[src/rtl/bda_pkg.sv]
// ----------------------------------------------------------------------------
// bda_pkg
// Sizes, codes and controller/datapath interface types for the allocator.
// ----------------------------------------------------------------------------
package bda_pkg;

  localparam int PROCESS_COUNT  = 16;
  localparam int RESOURCE_COUNT = 8;
  localparam int UNIT_WIDTH     = 8;

  localparam int PROC_W = $clog2(PROCESS_COUNT);
  localparam int RES_W  = $clog2(RESOURCE_COUNT);
  localparam int PCNT_W = $clog2(PROCESS_COUNT + 1);
  localparam int RCNT_W = $clog2(RESOURCE_COUNT + 1);
  localparam int ROW_W  = RESOURCE_COUNT * UNIT_WIDTH;
  // one RAM row per process: {max claim, allocation, need}
  localparam int RAM_W  = 3 * ROW_W;

  localparam int CFG_P_W = 5;
  localparam int CFG_R_W = 4;

  localparam logic [1:0] OP_LOAD_AVAIL = 2'd0;
  localparam logic [1:0] OP_LOAD_CLAIM = 2'd1;
  localparam logic [1:0] OP_REQUEST    = 2'd2;
  localparam logic [1:0] OP_RELEASE    = 2'd3;

  localparam logic [2:0] ST_GRANTED = 3'd0;
  localparam logic [2:0] ST_NEED    = 3'd1;
  localparam logic [2:0] ST_UNAVAIL = 3'd2;
  localparam logic [2:0] ST_UNSAFE  = 3'd3;
  localparam logic [2:0] ST_DONE    = 3'd4;

  localparam logic CFG_IDX_PROC = 1'b0;
  localparam logic CFG_IDX_RES  = 1'b1;

  typedef struct packed {
    logic       cap;        // latch accepted item
    logic       sel_walk;   // RAM read address from walk pointer
    logic       wr_claim;
    logic       wr_grant;
    logic       wr_rollback;
    logic       wr_release;
    logic       walk_init;
    logic       walk_eval;
    logic       clr_pend;
    logic       set_st;
    logic [2:0] st;
    logic       load_out;
  } bda_cmd_t;

  typedef struct packed {
    logic [1:0] op;
    logic       proc_ok;
    logic       chk_fail;
    logic [2:0] chk_st;
    logic       walk_last;
    logic       all_done;
    logic       progress;
  } bda_sts_t;

endpackage

[src/rtl/bda_ctrl.sv]
// ----------------------------------------------------------------------------
// bda_ctrl
// Sequencer: item dispatch, request checks, safety walk, result handoff.
// ----------------------------------------------------------------------------
module bda_ctrl
  import bda_pkg::*;
(
  input  logic       clk,
  input  logic       rst_n,
  input  logic       in_valid,
  output logic       in_stall,
  input  logic [1:0] in_operation,
  input  logic       in_last,
  output logic       out_valid,
  input  logic       out_stall,
  output bda_cmd_t   cmd,
  input  bda_sts_t   sts
);

  localparam logic [3:0] S_IDLE  = 4'd0;
  localparam logic [3:0] S_DISP  = 4'd1;
  localparam logic [3:0] S_CLAIM = 4'd2;
  localparam logic [3:0] S_REL   = 4'd3;
  localparam logic [3:0] S_CHECK = 4'd4;
  localparam logic [3:0] S_WINIT = 4'd5;
  localparam logic [3:0] S_WRD   = 4'd6;
  localparam logic [3:0] S_WEV   = 4'd7;
  localparam logic [3:0] S_RBRD  = 4'd8;
  localparam logic [3:0] S_RBWR  = 4'd9;
  localparam logic [3:0] S_FIN   = 4'd10;

  logic [3:0] state_r, state_nxt;
  logic       out_valid_r, out_valid_nxt;
  logic       accept;

  assign in_stall  = (state_r != S_IDLE);
  assign out_valid = out_valid_r;
  assign accept    = in_valid && !in_stall;

  always_comb begin
    state_nxt = state_r;
    cmd       = '0;
    cmd.st    = ST_DONE;
    case (state_r)
      S_IDLE: begin
        if (accept) begin
          cmd.cap = 1'b1;
          if (!(in_operation == OP_REQUEST && !in_last)) begin
            state_nxt = S_DISP;
          end
        end
      end
      S_DISP: begin
        case (sts.op)
          OP_LOAD_AVAIL: state_nxt = S_FIN;
          OP_LOAD_CLAIM: state_nxt = sts.proc_ok ? S_CLAIM : S_FIN;
          OP_RELEASE:    state_nxt = sts.proc_ok ? S_REL : S_FIN;
          OP_REQUEST: begin
            if (sts.proc_ok) begin
              state_nxt = S_CHECK;
            end else begin
              cmd.set_st   = 1'b1;
              cmd.st       = ST_NEED;
              cmd.clr_pend = 1'b1;
              state_nxt    = S_FIN;
            end
          end
          default: state_nxt = S_FIN;
        endcase
      end
      S_CLAIM: begin
        cmd.wr_claim = 1'b1;
        state_nxt    = S_FIN;
      end
      S_REL: begin
        cmd.wr_release = 1'b1;
        state_nxt      = S_FIN;
      end
      S_CHECK: begin
        if (sts.chk_fail) begin
          cmd.set_st   = 1'b1;
          cmd.st       = sts.chk_st;
          cmd.clr_pend = 1'b1;
          state_nxt    = S_FIN;
        end else begin
          cmd.wr_grant = 1'b1;
          state_nxt    = S_WINIT;
        end
      end
      S_WINIT: begin
        cmd.walk_init = 1'b1;
        state_nxt     = S_WRD;
      end
      S_WRD: begin
        cmd.sel_walk = 1'b1;
        state_nxt    = S_WEV;
      end
      S_WEV: begin
        cmd.walk_eval = 1'b1;
        state_nxt     = S_WRD;
        if (sts.walk_last) begin
          if (sts.all_done) begin
            cmd.set_st   = 1'b1;
            cmd.st       = ST_GRANTED;
            cmd.clr_pend = 1'b1;
            state_nxt    = S_FIN;
          end else if (!sts.progress) begin
            state_nxt = S_RBRD;
          end
        end
      end
      S_RBRD: begin
        state_nxt = S_RBWR;
      end
      S_RBWR: begin
        cmd.wr_rollback = 1'b1;
        cmd.set_st      = 1'b1;
        cmd.st          = ST_UNSAFE;
        cmd.clr_pend    = 1'b1;
        state_nxt       = S_FIN;
      end
      S_FIN: begin
        if (!out_valid_r || !out_stall) begin
          cmd.load_out = 1'b1;
          state_nxt    = S_IDLE;
        end
      end
      default: state_nxt = S_IDLE;
    endcase
  end

  always_comb begin
    out_valid_nxt = out_valid_r;
    if (cmd.load_out) begin
      out_valid_nxt = 1'b1;
    end else if (out_valid_r && !out_stall) begin
      out_valid_nxt = 1'b0;
    end
  end

  always_ff @(posedge clk) begin
    if (!rst_n) begin
      state_r     <= S_IDLE;
      out_valid_r <= 1'b0;
    end else begin
      state_r     <= state_nxt;
      out_valid_r <= out_valid_nxt;
    end
  end

endmodule

[config.mk]
export PLATFORM = sky130hd
export DESIGN_NAME = bda_ctrl
export DESIGN_NICKNAME = d
export VERILOG_FILES = /design/src/rtl/bda_pkg.sv /design/src/rtl/bda_ctrl.sv
export SDC_FILE = /design/constraint.sdc
export NUM_CORES = 1
export LEC_CHECK = 0
export BUFFER_PORTS_ARGS = -buffer_cell sky130_fd_sc_hd__buf_4
export CORE_MARGIN = 2
export CORE_UTILIZATION = 40
export CTS_CLUSTER_SIZE = 20
export DETAILED_ROUTE_END_ITERATION = 12
export PLACE_DENSITY = 0.81
export SLEW_MARGIN = 20
export SYNTH_ARGS = -nofsm -noshare
export SYNTH_HDL_FRONTEND = slang
export SYNTH_SLANG_ARGS = --single-unit
[constraint.sdc]
create_clock -name clk -period 3.7 [get_ports clk]
set_input_delay 0.555 -clock clk [delete_from_list [all_inputs] [get_ports clk]]
set_output_delay 0.555 -clock clk [all_outputs]
set_load 0.005 [all_outputs]
==> impl_metrics.env, run 1 <==
export IMPL_outcome="finished, final reports clean"
export IMPL_drtPass1Iterations=4
export IMPL_drive_above_1_share_pct=33.04
export IMPL_dp_final_hpwl_um=1117
export IMPL_setup_viol=0
export IMPL_rrSetupSlack_ns=2.26
export IMPL_cp_cell_sequence="inv_1, or4_1, a21oi_1, buf_4"
export IMPL_grt_max_degree=17
export IMPL_port_buffers=32
export IMPL_finalClockSkew_ns=0.003200
export IMPL_start_util_pct=41.97
export IMPL_worstPathRequired_ns=3.14
export IMPL_relSlewSlack_pct=67.21
export IMPL_gp_congestion=0.8960
export IMPL_ir_drop_uv=293.1
export IMPL_start_kind="flop"
export IMPL_dieArea_um2=1658
export IMPL_cts_max_path_buffers=2
export IMPL_maxCapViolations=0
export IMPL_endpoint="cmd[0]"
export IMPL_end_kind="output pin"
export IMPL_synth_area_per_cell_um2=6.576
export IMPL_rsz0062_at_grt="false"
export IMPL_routed_wl_um=1414
export IMPL_crit_type="reg -> out"
export IMPL_root_buffer="clkbuf_4"
export IMPL_die_x_um=40.72
export IMPL_p_per_area_nw_per_um2=545.1
export IMPL_grt_overflow=0
export IMPL_finalHoldViolations=0
export IMPL_yosys_area_top_type="dfxtp_1"
export IMPL_synth_area_top_cells="dfxtp_1, a21oi_1, nor2_1"
export IMPL_p_seq_share_pct=29.1
export IMPL_max_freq_ghz=0.4408
export IMPL_drtIter0Drc=8
export IMPL_p_sw_w=0.0001897
export IMPL_reg2reg_from="state_r[1]"
export IMPL_drc=0
export IMPL_synth_top_area_share_pct=18.56
export IMPL_dpl_cell_area_um2=748.2
export IMPL_clock_sinks=5
export IMPL_yosysUniqueCellTypes=32
export IMPL_die_h_um=40.72
export IMPL_final_setup_tns_ns=0
export IMPL_ys_seq_area_share_pct=18.56
export IMPL_finish_utilization_pct=60.27
export IMPL_crit_start="state_r[1]"
export IMPL_min_path_type="reg -> reg"
export IMPL_final_max_slew_viol_count=0
export IMPL_core_area_um2=1285
export IMPL_wire_per_inst_um=11.13
export IMPL_cts_tree="done"
export IMPL_layoutNonFillerInstCount=127
export IMPL_postSynthCellCount=82
export IMPL_max_stage_delay_ns=0.60
export IMPL_cts_htree_levels=1
export IMPL_drt_vias_per_instance=5.417
export IMPL_layout_min_cycle_time_ns=2.268
export IMPL_cts_setup_buffers=0
export IMPL_synth_seq_cells=5
export IMPL_p_leak_nw=0.3618
export IMPL_placed_cells=123
export IMPL_insertion_delay_ns=0.24
export IMPL_combPwrFrac_pct=56.5
export IMPL_r2r_end="out_valid"
export IMPL_min_period_over_period_pct=61.31
export IMPL_postLayoutCellArea_um2=774.5
export IMPL_synth_fp_nets=99
export IMPL_slowest_stage="dfxtp_1"
export IMPL_hold_buffers=0
export IMPL_final_cell_mix="buf_4, a21oi_1, nor2_1"
export IMPL_synth_warnings=0
export IMPL_layout_commonest_cell="buf_4"
export IMPL_ios=33
export IMPL_diodes=0
export IMPL_syn_area_um2=539.3
export IMPL_cts_resized=0
export IMPL_clockPowerShare_pct=14.4
export IMPL_grt_usage_pct=19.48
export IMPL_worst_slew_pin_slew_ns=0.4912
export IMPL_clk_pin_slew_ns=0.04
export IMPL_vias=688
export IMPL_critPathArrivalTime_ns=1.71
export IMPL_antenna_left=0
export IMPL_grt_pass1_wl_um=2290
export IMPL_syn_to_final_growth_pct=43.62
export IMPL_first_global_vias=580
export IMPL_r2r_cells=3
export IMPL_sw_frac_of_total_pct=44.94
export IMPL_nets=130
export IMPL_numCtsBuffers=3
export IMPL_num_rows=13
export IMPL_crit_fanout=15
export IMPL_intPower_w=0.0002325
export IMPL_antenna_found_initial=0
export IMPL_whs_ns=0.4996
metrics by stage:
step | power, W | setup slack [ns]
floorplan | 0.0002832 | 1.863
global placement | 0.0003593 | 1.601
detailed placement | 0.0003590 | 1.580
CTS | 0.0004217 | 1.441
global route | 0.0004657 | 1.288
finish | 0.0004222 | 1.432
worst min-delay path by stage:
stage                     startpoint         to  slack [ns]  depth (start not counted)
final                      out_valid  out_valid        0.50                          2
after global placement     out_valid  out_valid        0.49                          2
after detailed placement   out_valid  out_valid        0.50                          2
after floorplan            out_valid  out_valid        0.48                          2
after global routing       out_valid  out_valid        0.53                          2
after CTS                  out_valid  out_valid        0.51                          2
critical path: cells and delay by family, from the launching register on:
family	cells	cell delay [ns]
compound gates	1	0.14
buf+inv	2	0.23
flops	1	0.60
simple gates	1	0.50
power by group through the flow:
stage	Clock (W)	Combinational [W]	Sequential, W
floorplan	0	0.000197	0.0000862
CTS	0.0000618	0.000238	0.000122
finish	0.0000607	0.000239	0.000123
global route	0.0000685	0.000268	0.000129
global placement	0	0.000235	0.000124
detailed placement	0	0.000236	0.000123
Yosys cell counts:
| cell | instances |
|---|---|
| nand4_1 | 1 |
| o32ai_1 | 1 |
| buf_6 | 2 |
| nor3_1 | 4 |
| o211ai_1 | 1 |
| inv_2 | 1 |
| o22ai_1 | 1 |
| a41o_1 | 1 |
| o2111a_1 | 1 |
| a31oi_1 | 2 |
| inv_1 | 6 |
| dfxtp_1 | 5 |
| o31ai_1 | 1 |
| nand3_1 | 4 |
| nor2b_1 | 4 |
| o21ai_1 | 2 |
| or4_1 | 1 |
| buf_4 | 3 |
| nand2b_1 | 4 |
| nor2_1 | 9 |
| nand2_1 | 7 |
| o21ai_0 | 2 |
| or3_1 | 1 |
| o311ai_1 | 1 |
| and3_1 | 2 |
| nor3_2 | 1 |
| a221o_1 | 1 |
| buf_2 | 1 |
| a211o_1 | 1 |
| or2_0 | 1 |
| nand3b_1 | 1 |
| a21oi_1 | 9 |
cells by family (layout without fill, tap and decap cells):
logic type	after synthesis	after routing	synth area share, %
DFF	5	5	18.56
AOI/OAI and AO/OA	24	24	29.00
and+or+nand+nor	40	40	38.29
buffers and inverters	13	43	14.15
sequential cells by signal (all words and copies together), names as in the netlist:
signal / cells
state_r: 4
out_valid: 1
per-layer routing:
metal | vias to the layer above | part of all wire (%) | global-route usage [%]
met1 | 305 | 44 | 26.30
met4 | 0 | 0 | 0
met5 | - | 0 | 0
li1 | 353 | - | -
met3 | 0 | 6.2 | 3.261
met2 | 30 | 50 | 34.13
cell type report:
class / count / area [um^2]
Fill cell: 131 / 510.5
Multi-Input combinational cell: 64 / 362.8
Timing Repair Buffer: 32 / 240.2
Sequential cell: 5 / 100.1
Clock buffer: 4 / 26.28
Inverter: 7 / 26.28
Tap cell: 15 / 18.77
Note: power is estimated with default switching activity, not from simulation.
==> run 2: changes to the inputs <==
CORE_UTILIZATION = 37   (was 40)
PLACE_DENSITY = 0.79   (was 0.81)
clock period = 2 ns   (was 3.7 ns; I/O delays follow)
==> run 2 against run 1 <==
Non-clock buffer count is 2 higher. Cell area is 2.1% higher. Total power is 91% higher. First-iteration DRC count is 13% higher. Global-route usage is 2.2 points lower. Sequential power is 72% higher. Worst hold slack worse by 0.18 ns. Highest routed layer is now met4.
==> impl_metrics.env, run 2 (synthesis gave the netlist of run 1 again) <==
export IMPL_globalRouteMet1Util_pct=19.59
export IMPL_p_per_area_nw_per_um2=1019
export IMPL_finalClockSkew_ns=0.006889
export IMPL_min_to="state_r[0]"
export IMPL_p_sw_w=0.0003615
export IMPL_drt_vias_per_instance=5.465
export IMPL_sw_frac_of_total_pct=44.86
export IMPL_cts_setup_buffers=0
export IMPL_combPwrFrac_pct=58.9
export IMPL_insertion_delay_ns=0.25
export IMPL_reg2reg_from="state_r[0]"
export IMPL_dp_final_hpwl_um=1235
export IMPL_use_met2_pct=29.85
export IMPL_wire_per_inst_um=11.57
export IMPL_grt_max_degree=16
export IMPL_numCtsBuffers=3
export IMPL_grt_overflow=0
export IMPL_worstPathRequired_ns=1.70
export IMPL_crit_fanout=9
export IMPL_final_setup_tns_ns=0
export IMPL_maxCapViolations=0
export IMPL_antenna_found_initial=0
export IMPL_dieArea_um2=1779
export IMPL_layout_commonest_cell="buf_4"
export IMPL_start_util_pct=40.43
export IMPL_final_cell_mix="buf_4, a21oi_1, nor2_1"
export IMPL_antenna_left=0
export IMPL_die_x_um=42.18
export IMPL_largest_reg_flops=4
export IMPL_multi_input_area_um2=362.8
export IMPL_routed_wl_um=1492
export IMPL_ff_latch_area_um2=101.3
export IMPL_final_max_slew_viol_count=0
export IMPL_drive_above_1_share_pct=35.09
export IMPL_relSlewSlack_pct=78.44
export IMPL_clock_sinks=5
export IMPL_diodes=0
export IMPL_finalHoldViolations=0
export IMPL_grt_usage_pct=17.27
export IMPL_ios=33
export IMPL_critPathArrivalTime_ns=1.58
export IMPL_cts_resized=1
export IMPL_root_buffer="clkbuf_4"
export IMPL_intPower_w=0.0004443
export IMPL_p_leak_nw=0.3727
export IMPL_max_freq_ghz=0.5333
export IMPL_syn_to_final_growth_pct=46.64
export IMPL_start_kind="flop"
export IMPL_p_seq_share_pct=26.2
export IMPL_ir_drop_uv=490.1
export IMPL_rsz0062_at_grt="false"
export IMPL_regMostFlops="state_r"
export IMPL_r2r_end="state_r[1]"
export IMPL_core_area_um2=1334
export IMPL_setup_viol=0
export IMPL_cts_tree="done"
export IMPL_die_h_um=42.18
export IMPL_min_period_over_period_pct=93.76
export IMPL_clk_pin_slew_ns=0.05
export IMPL_rrSetupSlack_ns=0.65
export IMPL_hold_buffers=0
export IMPL_cts_max_path_buffers=2
export IMPL_cts_htree_levels=1
export IMPL_worst_slew_pin_slew_ns=0.3230
export IMPL_met3_usage_pct=4.310
export IMPL_drc=0
export IMPL_num_rows=13
export IMPL_port_buffers=32
export IMPL_hold_start="rst_n"
export IMPL_nets=132
export IMPL_r2r_cells=5
export IMPL_whs_path_depth=2
export IMPL_layout_min_cycle_time_ns=1.875
export IMPL_clockPowerShare_pct=14.9
export IMPL_vias=705
export IMPL_grt_pass1_wl_um=2497
export IMPL_gp_congestion=0.8637
export IMPL_first_global_vias=655
export IMPL_n_fill_cell=141
export IMPL_min_path_type="in -> reg"
export IMPL_crit_type="reg -> out"
export IMPL_drtIter0Drc=9
export IMPL_top_usage_layer="met2"
export IMPL_end_kind="output pin"
export IMPL_p_total_w=0.0008058
export IMPL_drtPass1Iterations=4
export IMPL_outcome="finished, final reports clean"
## run 2: changes by cell type in the layout (fill, tap and decap cells not counted), sizes merged
cell | before | now
buf | 32 | 34
## run 2: worst max path at each step
stage                    start     end  slack (ns)  depth (start not counted)
global placement    state_r[1]  cmd[0]        0.29                          4
finish              state_r[3]  cmd[3]        0.12                          4
detailed placement  state_r[1]  cmd[0]        0.25                          4
CTS                 state_r[3]  cmd[3]        0.13                          4
global route        state_r[3]  cmd[3]        0.03                          4
floorplan           state_r[3]  cmd[5]        0.50                          4
## run 2: power by group through the flow
| stage | clock, W | sequential [W] | combinational [W] |
|---|---|---|---|
| 5_1_grt | 0.000127 | 0.000221 | 0.000532 |
| 3_5_place_dp | 0 | 0.000209 | 0.000474 |
| 3_3_place_gp | 0 | 0.000204 | 0.000469 |
| 4_1_cts | 0.000121 | 0.000210 | 0.000477 |
| 6_report | 0.000120 | 0.000211 | 0.000475 |
| 2_1_floorplan | 0 | 0.000159 | 0.000364 |
## run 2: critical path, cell delays in order (launching register included)
cell and delay (ns):
dfxtp_1 0.50, nand2b_1 0.28, nor2_1 0.09, a221o_1 0.32, buf_4 0.14
## run 2: routing by layer
layer / vias up / part of all wire, %
met4: 0 / 1.3
met1: 310 / 41
met2: 32 / 50
li1: 360 / -
met3: 3 / 8.0
met5: - / 0
## run 2: area by class of cell
| cell class | count | area share [%] |
|---|---|---|
| Multi-Input combinational cell | 64 | 45.89 |
| Timing Repair Buffer | 34 | 32.28 |
| Sequential cell | 5 | 12.82 |
| Clock buffer | 4 | 3.323 |
| Inverter | 7 | 3.323 |
| Tap cell | 15 | 2.373 |
## run 2: through the flow
stage | hold WS [ns] | area (um^2) | setup slack [ns] | util, % | cells
2_1_floorplan | 0.4396 | 539.3 | 0.5032 | - | 82
3_3_place_gp | 0.4915 | 763.2 | 0.2915 | 57.22 | 125
3_5_place_dp | 0.5036 | 763.2 | 0.2489 | 57.22 | 125
4_1_cts | 0.3204 | 790.8 | 0.1279 | 59.29 | 129
5_1_grt | 0.3177 | 790.8 | 0.03254 | 59.29 | 129
6_report | 0.3212 | 790.8 | 0.1248 | 59.29 | 129
==> run 3: changes to the inputs <==
RECOVER_POWER = 25   (was default)
==> run 3 against run 2 <==
Fmax is 0.92% higher. Cell count unchanged. Clock skew about the same. Non-clock buffer count did not move. Critical path type unchanged. Critical endpoint unchanged.
==> impl_metrics.env, run 3 (synthesis gave the netlist of run 1 again) <==
export IMPL_die_h_um=42.18
export IMPL_drtPass1Iterations=4
export IMPL_finalClockSkew_ns=0.006876
export IMPL_vias=709
export IMPL_worst_slew_pin_slew_ns=0.4909
export IMPL_drtIter0Drc=11
export IMPL_min_path_type="in -> reg"
export IMPL_drc=0
export IMPL_r2r_cells=5
export IMPL_clock_sinks=5
export IMPL_start_util_pct=40.43
export IMPL_final_max_slew_viol_count=0
export IMPL_slowest_stage="dfxtp_1"
export IMPL_numCtsBuffers=3
export IMPL_grt_pass1_wl_um=2497
export IMPL_crit_family="flip-flops"
export IMPL_final_setup_tns_ns=0
export IMPL_wire_per_inst_um=11.50
export IMPL_max_stage_delay_ns=0.49
export IMPL_diodes=0
export IMPL_first_global_vias=655
export IMPL_layout_commonest_cell="buf_4"
export IMPL_root_buffer="clkbuf_4"
export IMPL_layout_min_cycle_time_ns=1.858
export IMPL_start_kind="flop"
export IMPL_placed_cells=125
export IMPL_gp_congestion=0.8637
export IMPL_finish_utilization_pct=58.91
export IMPL_grt_usage_pct=17.27
export IMPL_num_rows=13
export IMPL_drive_above_1_share_pct=34.21
export IMPL_cp_num_cells=4
export IMPL_whs_path_depth=2
export IMPL_antenna_found_initial=0
export IMPL_cp_cell_sequence="nand2b_1, nor2_1, a221o_1, buf_4"
export IMPL_crit_type="reg -> out"
export IMPL_max_freq_ghz=0.5382
export IMPL_relSlewSlack_pct=67.02
export IMPL_insertion_delay_ns=0.25
export IMPL_crit_fanout=9
export IMPL_finalHoldViolations=0
export IMPL_dp_final_hpwl_um=1235
export IMPL_grt_overflow=0
export IMPL_routed_wl_um=1484
export IMPL_min_period_over_period_pct=92.91
export IMPL_setup_viol=0
export IMPL_final_cell_mix="buf_4, a21oi_1, nor2_1"
export IMPL_ios=33
export IMPL_die_x_um=42.18
export IMPL_antenna_left=0
export IMPL_p_leak_nw=0.3706
export IMPL_end_kind="output pin"
export IMPL_syn_to_final_growth_pct=45.71
export IMPL_ir_drop_uv=482.9
export IMPL_maxCapViolations=0
export IMPL_critPathArrivalTime_ns=1.56
export IMPL_rsz0062_at_grt="false"
export IMPL_cts_htree_levels=1
export IMPL_largest_reg_flops=4
export IMPL_port_buffers=32
export IMPL_cts_max_path_buffers=2
export IMPL_drt_vias_per_instance=5.496
export IMPL_crit_buf_inv=1
export IMPL_worstPathRequired_ns=1.70
export IMPL_nets=132
export IMPL_clk_pin_slew_ns=0.05
export IMPL_dieArea_um2=1779
export IMPL_p_per_area_nw_per_um2=1014
export IMPL_core_area_um2=1334
export IMPL_layoutNonFillerInstCount=129
export IMPL_regMostFlops="state_r"
export IMPL_outcome="finished, final reports clean"
export IMPL_grt_max_degree=16
export IMPL_cts_tree="done"
run 3: cell types whose count changed in the layout (fill, tap and decap cells not counted), sizes merged:
cell,previous run,this run
buf,34,33
clkbuf,4,5
run 3: layout make-up:
cell class | instances | area [um^2]
fillers | 142 | 548.0
repair buffers | 34 | 255.2
clock buffers | 4 | 26.28
well taps | 15 | 18.77
inverters | 7 | 26.28
multi-input cells | 64 | 357.8
flip-flops and latches | 5 | 101.3
run 3: through the flow:
step	setup WS, ns	power [W]	area [um^2]	hold WS (ns)
5_1_grt	0.04734	0.0008734	785.8	0.3177
3_5_place_dp	0.2489	0.0006835	763.2	0.5036
4_1_cts	0.1279	0.0008077	790.8	0.3204
6_report	0.1419	0.0007969	785.8	0.3218
2_1_floorplan	0.5032	0.0005239	539.3	0.4396
3_3_place_gp	0.2915	0.0006728	763.2	0.4915
run 3: repair_timing:
| item | CTS | global route |
|---|---|---|
| endpoints found under the setup margin | 1 | 0 |
| hold endpoints to repair | 0 | 0 |
| gates resized for setup | 1 | 0 |
| buffers inserted | 0 | 0 |
| hold buffers | 0 | 0 |
run 3: final timing paths:
check / slack [ns] / from / to
worst max-delay path: 0.14 / state_r[3] / cmd[3]
worst min-delay path: 0.32 / rst_n / state_r[0]
worst max register to register: 0.52 / state_r[2] / state_r[0]
worst min register to register: 0.50 / out_valid / out_valid
run 3: metal layers:
layer | global-route usage, % | wire length, um
met5 | 0 | 0
met4 | 8.125 | 19
met3 | 4.310 | 111
met2 | 29.85 | 762
met1 | 19.59 | 591
run 3: worst reg2reg max path: cells and delay by family (launching register included):
kind            cells  cell delay [ns]
flops               1             0.35
buf+inv             1             0.17
simple gates        2             0.57
compound gates      2             0.35
run 3: where the power goes:
part / internal (W) / switching, W
Combinational: 0.000232 / 0.000238
Clock: 0.0000756 / 0.0000440
Sequential: 0.000133 / 0.0000739
Total: 0.000441 / 0.000356
